==> config.mk <==
export PLATFORM = sky130hd
export DESIGN_NAME = gatk_div
export DESIGN_NICKNAME = d
export VERILOG_FILES = /design/src/rtl/core/gatk_pkg.sv /design/src/rtl/core/gatk_div.sv
export SDC_FILE = /design/constraint.sdc
export NUM_CORES = 1
export LEC_CHECK = 0
export ABC_CLOCK_PERIOD_IN_PS = 3350
export CAP_MARGIN = 10
export CORE_UTILIZATION = 55
export DETAILED_ROUTE_END_ITERATION = 8
export DONT_BUFFER_PORTS = 1
export HOLD_SLACK_MARGIN = 0.02
export PLACE_DENSITY_LB_ADDON = 0.1
export SETUP_SLACK_MARGIN = 0.02
export SLEW_MARGIN = 20
export SYNTH_ARGS = -nofsm -noshare
export SYNTH_HDL_FRONTEND = slang
export SYNTH_SLANG_ARGS = --single-unit
==> constraint.sdc <==
create_clock -name clock -period 3.35 [get_ports clock]
set_clock_uncertainty 0.15 [all_clocks]
set_input_delay 0.5025 -clock clock [delete_from_list [all_inputs] [get_ports clock]]
set_output_delay 0.5025 -clock clock [all_outputs]
set_load 0.01 [all_outputs]
==> src/rtl/core/gatk_pkg.sv <==
// Shared types and constants for the grouped average top-k block.
package gatk_pkg;

   localparam int unsigned MAX_MOVIES_DEF = 256;
   localparam int unsigned TOP_N_DEF      = 5;

   localparam int unsigned ID_W    = 16;
   localparam int unsigned SCORE_W = 6;
   localparam int unsigned SUM_W   = 22;
   localparam int unsigned CNT_W   = 16;
   localparam int unsigned RANK_W  = 3;
   localparam int unsigned AVG_W   = 9;
   localparam int unsigned NUM_W   = 27;
   localparam int unsigned DEN_W   = 17;

   localparam logic [SCORE_W-1:0] SCORE_MAX = SCORE_W'(50);
   localparam logic [CNT_W-1:0]   CNT_MAX   = {CNT_W{1'b1}};

   localparam logic ACT_ADD    = 1'b0;
   localparam logic ACT_REPORT = 1'b1;

   typedef struct packed {
      logic [ID_W-1:0]  id;
      logic [SUM_W-1:0] sum;
      logic [CNT_W-1:0] cnt;
   } gatk_rec_type;

   typedef struct packed {
      logic         vld;
      gatk_rec_type rec;
   } gatk_ent_type;

endpackage

==> src/rtl/core/gatk_div.sv <==
// Restoring divider, one quotient bit per cycle.
module gatk_div (
   input  logic                       clock,
   input  logic                       reset,
   input  logic                       start,
   input  logic [gatk_pkg::NUM_W-1:0] num,
   input  logic [gatk_pkg::DEN_W-1:0] den,
   output logic                       done,
   output logic [gatk_pkg::NUM_W-1:0] quo
);
   import gatk_pkg::*;

   localparam int unsigned SW = $clog2(NUM_W + 1);

   logic             busy_ff, busy_in;
   logic             done_ff, done_in;
   logic [SW-1:0]    cnt_ff, cnt_in;
   logic [DEN_W-1:0] rem_ff, rem_in;
   logic [DEN_W-1:0] den_ff, den_in;
   logic [NUM_W-1:0] q_ff, q_in;
   logic [DEN_W:0]   trial;
   logic             take;

   assign trial = {rem_ff, q_ff[NUM_W-1]};
   assign take  = trial >= {1'b0, den_ff};

   always_comb begin
      busy_in = busy_ff;
      done_in = 1'b0;
      cnt_in  = cnt_ff;
      rem_in  = rem_ff;
      den_in  = den_ff;
      q_in    = q_ff;
      if (start) begin
         busy_in = 1'b1;
         cnt_in  = '0;
         rem_in  = '0;
         den_in  = den;
         q_in    = num;
      end else if (busy_ff) begin
         rem_in = take ? DEN_W'(trial - {1'b0, den_ff}) : trial[DEN_W-1:0];
         q_in   = {q_ff[NUM_W-2:0], take};
         cnt_in = cnt_ff + 1'b1;
         if (cnt_ff == SW'(NUM_W - 1)) begin
            busy_in = 1'b0;
            done_in = 1'b1;
         end
      end
   end

   always_ff @(posedge clock) begin
      if (reset) begin
         busy_ff <= 1'b0;
         done_ff <= 1'b0;
      end else begin
         busy_ff <= busy_in;
         done_ff <= done_in;
      end
      cnt_ff <= cnt_in;
      rem_ff <= rem_in;
      den_ff <= den_in;
      q_ff   <= q_in;
   end

   assign done = done_ff;
   assign quo  = q_ff;
endmodule

==> flow_metrics.tcl <==
set metrics [dict create \
    via_per_inst 5.93 \
    antenna_cells 0 \
    cap_violations 0 \
    drc 0 \
    yosysMostFrequentCell "edfxtp_1" \
    p_leak_uw 0.00152 \
    drt_first_pass_iters 4 \
    p_sw_share_pct 26.3 \
    synth.distinct_cells 47 \
    path_clk_slew_ps 70 \
    antenna_left 0 \
    grt_pass1_wl_um 10200 \
    drtIter0Drc 169 \
    post-route-min-period_ps 3190 \
    synth.avg_cell_area_um2 12.0 \
    dieHeight_um 81.2 \
    cts_root_buf "clkbuf_8" \
    clkPwrFrac_pct 34.7 \
    end_kind "flop" \
    hold_path.class "in -> reg" \
    rows 28 \
    max_stage_delay_ps 430 \
    cts_buffer_depth 2 \
    switching_power_uw 510 \
    seqPwrFrac_pct 52.8 \
    grt_pass1_vias 2155 \
    cp-start-kind "flop" \
    setup_viol 0 \
    gp_congestion 0.821 \
    nets 361 \
    gr-total-overflow 0 \
    yosysTopAreaCell "edfxtp_1" \
    cts_setup_buffers 0 \
    maxSlewViolCount 0 \
    synth.area.top_cells "edfxtp_1, dfxtp_1, mux2_2, ha_1, mux2i_1" \
    die-area_um2 6600 \
    cts_tree "yes" \
    coreArea_um2 5990 \
    cts_buffers 9 \
    synth_top_area_share_pct 38.3 \
    dp_hpwl_um 4480 \
    path_max_fanout 3 \
    cts_max_level 3 \
    io_pins 75 \
    place.port_buffers 0 \
    worstPathArrival_ps 3300 \
    synth-seq-cells 68 \
    p_int_uw 1430 \
    worstSkewPairLatency_ps 350 \
    finalCritPeriodShare_pct 95.1 \
    cts_num_sinks 68 \
    slowest_stage "a2111oi_4" \
    cts_hold_buf 0 \
    path_cells "inv_1, ha_1, inv_1, fa_1, a21o_1, a221o_1, o21ai_1, a21oi_1, a2111oi_4, mux2_2, a211oi_1" \
    yosysWarnings 0 \
    relSlewSlack_pct 60.8 \
    fmaxAchievable_mhz 314 \
    critPathTopFamily "compound AO/OA/AOI/OAI gates" \
    synth_seq_area_share_pct 52.2 \
    die_w_um 81.2 \
    antenna_found_initial 0 \
    ir_drop_uv 322 \
    setup_tns_ps 0 \
    required_ps 3460 \
    async_flop_share_pct 0 \
    synth_commonest_cells "edfxtp_1, mux2_2, dfxtp_1" \
    power_frac_comb_pct 12.5 \
    drive_above_1_share_pct 17.7 \
    synth_nets 355 \
    num_vias 2217 \
    hold_violations 0 \
    cts_resized 0 \
    p_per_area_nw_per_um2 519 \
    syn_to_final_growth_pct 8.45 \
    synthFlopType "edfxtp_1" \
    tightest_slew_ps 587 \
    grt.total_usage_pct 21.1 \
    crit_path_frequent_cell "inv_1" \
    start_util_pct 57.6 \
    syn_inst 288 \
    routed_wl_um 6310 \
    critPathBufInv 2 \
    status "finished, final reports clean" \
    synthesis.area_um2 3450 \
    crit_type "reg -> reg" \
    synth-edff-count 44 \
    grt_start_max_net_pins 62 \
    rsz0062_at_grt "false" \
    wl_per_cell_um 16.9 \
    fin_util_pct 62.5 \
]
[through the flow]
stage	hold WS, ps	worst slack [ps]	total power, uW	std cells	cell area, um^2
2_1_floorplan	303	298	1240	288	3450
3_3_place_gp	326	257	1280	358	3540
3_5_place_dp	331	180	1290	358	3540
4_1_cts	55.0	152	1970	374	3740
5_1_grt	50.1	22.6	2030	374	3740
6_report	74.8	163	1940	374	3740
[cell families after synthesis]
| logic type | synth area share, % |
|---|---|
| DFF | 52.2 |
| AOI/OAI and AO/OA | 12.5 |
| and+or+nand+nor | 7.72 |
| muxes | 11.7 |
| buffers and inverters | 3.84 |
| adders and majority gates | 7.47 |
| xor gates and xnor gates | 4.57 |
[placed cells by master (no fill, tap or decap), drive strengths merged, types with 2 or more instances in the layout]
cell type,count
clkbuf,9
nand4b,2
o31ai,3
a211oi,9
o21ai,9
and3,3
mux2,27
nor3,2
a21o,4
a21oi,11
nand2b,4
clkinvlp,2
clkinv,3
dfxtp,24
edfxtp,44
inv,23
ha,19
a32oi,5
a2111oi,2
nor2b,3
mux2i,10
xnor2,10
nor2,18
a31o,2
a221oi,2
nand3,7
a31oi,2
nand2,9
nand4,2
buf,6
xor2,8
[power groups by stage]
| stage | combinational, uW | clock (uW) | sequential [uW] |
|---|---|---|---|
| global route | 268 | 726 | 1030 |
| CTS | 242 | 700 | 1030 |
| global placement | 238 | 0 | 1040 |
| finish | 242 | 674 | 1030 |
| floorplan | 206 | 0 | 1030 |
| detailed placement | 241 | 0 | 1040 |
[worst reg2reg max path: stages, from the launching register on]
cell,delay (ps)
edfxtp_1,400
inv_1,90
ha_1,160
inv_1,50
fa_1,410
a21o_1,230
a221o_1,340
o21ai_1,140
a21oi_1,110
a2111oi_4,430
mux2_2,380
a211oi_1,220
[final timing paths]
path	startpoint	endpoint	slack (ps)	depth (start not counted)
max	quo[26]$_DFFE_PP_	rem_ff[0]$_SDFFE_PP0P_	160	11
min	reset	busy_ff$_SDFF_PP0_	70	1
max reg2reg	quo[26]$_DFFE_PP_	rem_ff[0]$_SDFFE_PP0P_	160	11
min reg2reg	rem_ff[2]$_SDFFE_PP0P_	rem_ff[2]$_SDFFE_PP0P_	340	2
[cell type report]
type	instances	area, um^2
clock buffers	9	124
clock inverters	7	75.1
fillers	496	2250
inverters	22	82.6
multi-input cells	187	1520
flip-flops and latches	68	1800
well taps	75	93.8
repair buffers	6	48.8
[flip-flops by register name, indices dropped and copies added, names as in the netlist]
name	flops
done	1
cnt_ff	5
quo	27
rem_ff	17
busy_ff	1
den_ff	17
[layer usage]
| metal | wire (um) | vias to the layer above | global-route usage [%] |
|---|---|---|---|
| li1 | - | 1083 | - |
| met1 | 2800 | 1042 | 25.8 |
| met2 | 2860 | 83 | 32.3 |
| met3 | 564 | 9 | 10.0 |
| met4 | 89 | 0 | 8.04 |
| met5 | 0 | - | 0 |
Power figures use the tool's default switching activity.
