--- src/rtl/core/gatk_pkg.sv ---
// Shared types and constants for the grouped average top-k block.
package gatk_pkg;

   localparam int unsigned MAX_MOVIES_DEF = 256;
   localparam int unsigned TOP_N_DEF      = 5;

   localparam int unsigned ID_W    = 16;
   localparam int unsigned SCORE_W = 6;
   localparam int unsigned SUM_W   = 22;
   localparam int unsigned CNT_W   = 16;
   localparam int unsigned RANK_W  = 3;
   localparam int unsigned AVG_W   = 9;
   localparam int unsigned NUM_W   = 27;
   localparam int unsigned DEN_W   = 17;

   localparam logic [SCORE_W-1:0] SCORE_MAX = SCORE_W'(50);
   localparam logic [CNT_W-1:0]   CNT_MAX   = {CNT_W{1'b1}};

   localparam logic ACT_ADD    = 1'b0;
   localparam logic ACT_REPORT = 1'b1;

   typedef struct packed {
      logic [ID_W-1:0]  id;
      logic [SUM_W-1:0] sum;
      logic [CNT_W-1:0] cnt;
   } gatk_rec_type;

   typedef struct packed {
      logic         vld;
      gatk_rec_type rec;
   } gatk_ent_type;

endpackage

--- src/rtl/core/gatk_cell.sv ---
// One insertion cell of the ranking chain: keeps the best entry seen, passes the other on.
module gatk_cell (
   input  logic                  clock,
   input  logic                  reset,
   input  logic                  clear,
   input  gatk_pkg::gatk_ent_type in_ent,
   output gatk_pkg::gatk_ent_type held,
   output gatk_pkg::gatk_ent_type pass
);
   import gatk_pkg::*;

   gatk_ent_type held_ff, held_in;
   gatk_ent_type pass_ff, pass_in;
   logic [SUM_W+CNT_W-1:0] lhs, rhs;
   logic                   in_first;

   assign lhs = in_ent.rec.sum * held_ff.rec.cnt;
   assign rhs = held_ff.rec.sum * in_ent.rec.cnt;
   assign in_first = (lhs != rhs) ? (lhs > rhs) : (in_ent.rec.id < held_ff.rec.id);

   always_comb begin
      held_in = held_ff;
      pass_in = in_ent;
      if (in_ent.vld) begin
         if (!held_ff.vld) begin
            held_in     = in_ent;
            pass_in.vld = 1'b0;
         end else if (in_first) begin
            held_in = in_ent;
            pass_in = held_ff;
         end
      end
   end

   always_ff @(posedge clock) begin
      if (reset || clear) begin
         held_ff.vld <= 1'b0;
         pass_ff.vld <= 1'b0;
      end else begin
         held_ff.vld <= held_in.vld;
         pass_ff.vld <= pass_in.vld;
      end
      held_ff.rec <= held_in.rec;
      pass_ff.rec <= pass_in.rec;
   end

   assign held = held_ff;
   assign pass = pass_ff;
endmodule

--- config.mk ---
export PLATFORM = sky130hd
export DESIGN_NAME = gatk_cell
export DESIGN_NICKNAME = d
export VERILOG_FILES = /design/src/rtl/core/gatk_pkg.sv /design/src/rtl/core/gatk_cell.sv
export SDC_FILE = /design/constraint.sdc
export NUM_CORES = 2
export LEC_CHECK = 0
export BUFFER_PORTS_ARGS = -buffer_cell sky130_fd_sc_hd__buf_4
export CAP_MARGIN = 20
export CELL_PAD_IN_SITES_DETAIL_PLACEMENT = 1
export CELL_PAD_IN_SITES_GLOBAL_PLACEMENT = 2
export CORE_UTILIZATION = 44
export CTS_CLUSTER_DIAMETER = 30
export DETAILED_ROUTE_END_ITERATION = 6
export PLACE_DENSITY = 0.86
export REMOVE_ABC_BUFFERS = 1
export SYNTH_ARGS = -nofsm -noshare
export SYNTH_HDL_FRONTEND = slang
export SYNTH_SLANG_ARGS = --single-unit
export TNS_END_PERCENT = 5
--- constraint.sdc ---
create_clock -name clock -period 33.6 [get_ports clock]
set_clock_uncertainty 0.15 [all_clocks]
set_input_delay 6.72 -clock clock [delete_from_list [all_inputs] [get_ports clock]]
set_output_delay 6.72 -clock clock [all_outputs]
set_load 0.01 [all_outputs]
==> results.txt <==
- Once detail routing completed, the nets flagged for antenna violations numbered 0.
- Number of enable-type register cells in the synthesized netlist: 54
- For this design, the sink count on the clock tree is 110.
- The min-delay analysis places its worst path in the category flop to flop.
- In the final layout, the share of cells above drive strength 1 is 0.09530.
- Die Outline Area: 62340 µm²
- Max Clk Rate: 63.44 MHz
- Capturing element type of the critical path: flop
- Relative to the synthesized area, the layout overhead comes to 8.465%.
* Total setup violations reported at the end of the flow: 0
- Final critical-path share of the clock period: 0.4691
- CP Launch Type: primary input
- TritonCTS built the clock tree.
- Capturing point of the worst reg2reg path: held[2]$_DFFE_PP_
* Post-synthesis cell count: 2848
* Row cnt: 90
- Most common cell on crit path: fa_1
- For this run, the total global-route usage over all layers was measured as 0.2724.
- Summing every instance area after synthesis gives 26990 µm².
- Core region area: 60470 µm²
- In this run the worst path has a maximum fanout of 32.
- Insertion delay to the later sink of the worst-skew pair: 400 ps
- Buf+Inv Stages, Crit Path: 6
* GRT Residual Overflow: 0
- Data arrives at the worst endpoint at 15650 ps.
- The final number of hold-violating endpoints is 0.
* Critical path type: primary input to flop
- Dividing the detail-routed wire length by the instance count gives 21.86 µm.
- The smallest clock period supported by the final layout is computed as 15760 ps.
* Relative slew margins: 0.2857
- Count of warnings emitted by yosys: 0
- Run status: finished clean
- The number of antenna violations at the first check in global routing was 1.
- Master cell of the clock root buffer: clkbuf_16
- Yosys cell types: 66
- Worst R2R Path Depth: 27
- Slew at the pin closest to its max-slew limit: 1071 ps
- Cell with the biggest individual delay on the critical path: and2_2
- Broken down by cell family, the worst path's largest delay share belongs to adder cells.
- Global placer's final weighted congestion: 0.8745
- Hold Path Origin: held[12]$_DFFE_PP_
- # resized after CTS: 0
- Die W: 249.7 µm
* Pin count of the biggest net entering global routing: 46
- Total wire length: 81.35 mm
- For this run, design rule violations remaining after detail routing come to 0.
- Slowest cell delay on critical path: 730 ps
* Seq cells post-synth: 110
- STA puts the critical path data required time at 33490 ps.
- Hold repair after CTS inserted 0 buffers.
- The first global-routing pass estimated 131.6 mm of wire.
- The path with the worst hold slack has its endpoint at pass[12]$_DFF_P_.
* Level count of the clock H-tree: 3
- Min-Delay Path Depth: 1
- In this run the count of I/O pins placed on the die edge is 168.
- Starting density of the core: 0.4463
- The clock passes through at most 2 buffers.
- Reported max-cap violation count: 0
- Most frequently used flop master after synthesis: dfxtp_1
- Counting flops with an async set or reset pin after synthesis yields a share of 0.
- After clock tree synthesis, the setup repair step added 0 buffers.
- In this run the vertical extent of the chip is 249.7 µm.
- Detailed-router iteration count before antenna repair: 5
* Estimated wirelength of the detail-placed design: 63.24 mm
- The first routing iteration left 929 violations.
- Clock input transition at the sequential cells of the worst setup and hold paths: 90 ps
- Final number of max-transition violations: 0
- Total number of vias: 20114
- Across all register-to-register paths, the minimum setup slack is 23140 ps.
- Adding up every negative setup slack in the final design gives 0 ps.
- The worst register-to-register path begins at held[7]$_DFFE_PP_.
- Post-synthesis area per instance: 9.477 µm²
* Setup repair after global routing missed its margin: false
* Final layout net count: 3820
- Dividing the detail-routed via count by the number of cells gives 5.406.
* Cts bufs inserted: 9
* Port buffer count: 167
- The number of global-route vias before repair is 23348.
* Sequential element share of the synthesized area: 0.1016
-- per-layer routing --
| layer | share of wire | global-route usage | routed length [µm] | vias up |
|---|---|---|---|---|
| li1 | - | - | - | 8820 |
| met5 | 0 | 0 | 0 | - |
| met1 | 0.43 | 0.3509 | 34840 | 10729 |
| met2 | 0.52 | 0.4914 | 42050 | 446 |
| met4 | 0.022 | 0.06631 | 1792 | 0 |
| met3 | 0.033 | 0.02430 | 2668 | 119 |
-- state kept, by name (all words and copies together) (netlist names) --
name	cells
pass	55
held	55
-- stage by stage --
step                      setup WS (ps)  hold slack, ps  instance area (µm²)    util  cells
after global placement            17830           340.2                28960  0.4789   3704
after CTS                         17990           378.9                29270  0.4841   3720
after detailed placement          17620           345.8                28960  0.4789   3704
after floorplan                   18540           377.9                26480       -   2722
final                             17840           378.2                29270  0.4841   3721
after global routing              17510           406.8                29270  0.4841   3720
-- cell usage after synthesis, drive strengths merged, types with 3 or more instances --
master	number	area share
a31oi	8	0.0019
xnor2	44	0.014
nand4	14	0.0032
nor2	37	0.0051
clkbuf	120	0.017
o211ai	6	0.0019
inv	571	0.079
nand2b	9	0.0021
nor4	3	0.00093
nor2b	11	0.0025
o21ai	32	0.0059
a2111oi	4	0.0020
mux2	54	0.023
a211oi	8	0.0026
and2	336	0.078
a21oi	65	0.012
nor3	10	0.0023
o21bai	8	0.0022
a21o	62	0.017
o21a	8	0.0022
and3	9	0.0023
nand3	21	0.0041
a21boi	3	0.00083
nand2	404	0.056
ha	273	0.13
dfxtp	56	0.042
xor2	25	0.0081
fa	556	0.41
edfxtp	54	0.060
buf	6	0.0023
a41oi	3	0.00097
-- cell families after synthesis --
family / synth area share
AOI/OAI and AO/OA: 0.05739
xor gates and xnor gates: 0.02239
adders and majority gates: 0.5390
buffers and inverters: 0.09837
DFF: 0.1016
muxes: 0.02290
and+or+nand+nor: 0.1584
-- cell usage in the layout, fill, tap and decap left out, types with 5 or more instances in the layout --
cell	n
inv_1	571
fa_1	556
nand2_1	404
and2_1	335
ha_1	273
buf_4	200
a21oi_1	62
a21o_1	61
dfxtp_1	56
edfxtp_1	54
mux2_2	47
xnor2_1	44
nor2_1	37
o21ai_0	29
xor2_1	25
nand3_1	20
nand4_1	14
nor2b_1	11
nor3_1	9
nand2b_1	9
clkbuf_16	9
o21bai_1	8
and3_1	8
o21a_1	8
a31oi_1	8
mux2_1	7
a211oi_1	6
o211ai_1	5
-- final cells by class --
| class | instances | area, µm² |
|---|---|---|
| Multi-Input combinational cell | 2041 | 21590 |
| Timing Repair Buffer | 200 | 1501 |
| Inverter | 571 | 2143 |
| Fill cell | 6870 | 31200 |
| Sequential cell | 110 | 2743 |
| Clock buffer | 9 | 225.2 |
| Antenna cell | 1 | 2.502 |
| Clock inverter | 7 | 87.58 |
| Tap cell | 782 | 978.4 |
-- how the worst max path moves through the flow --
stage,slack (ps),startpoint,cells past startpoint,to
after floorplan,18540,in_ent[30],28,pass[0]$_DFF_P_
after global placement,17830,in_ent[29],28,held[8]$_DFFE_PP_
after detailed placement,17620,in_ent[29],28,held[2]$_DFFE_PP_
after CTS,17990,in_ent[29],28,held[2]$_DFFE_PP_
after global routing,17510,in_ent[24],29,held[2]$_DFFE_PP_
final,17840,in_ent[29],28,held[2]$_DFFE_PP_
Power is not shown: default switching activity piles up to over one toggle a cycle in this logic, so the estimate is an artifact.
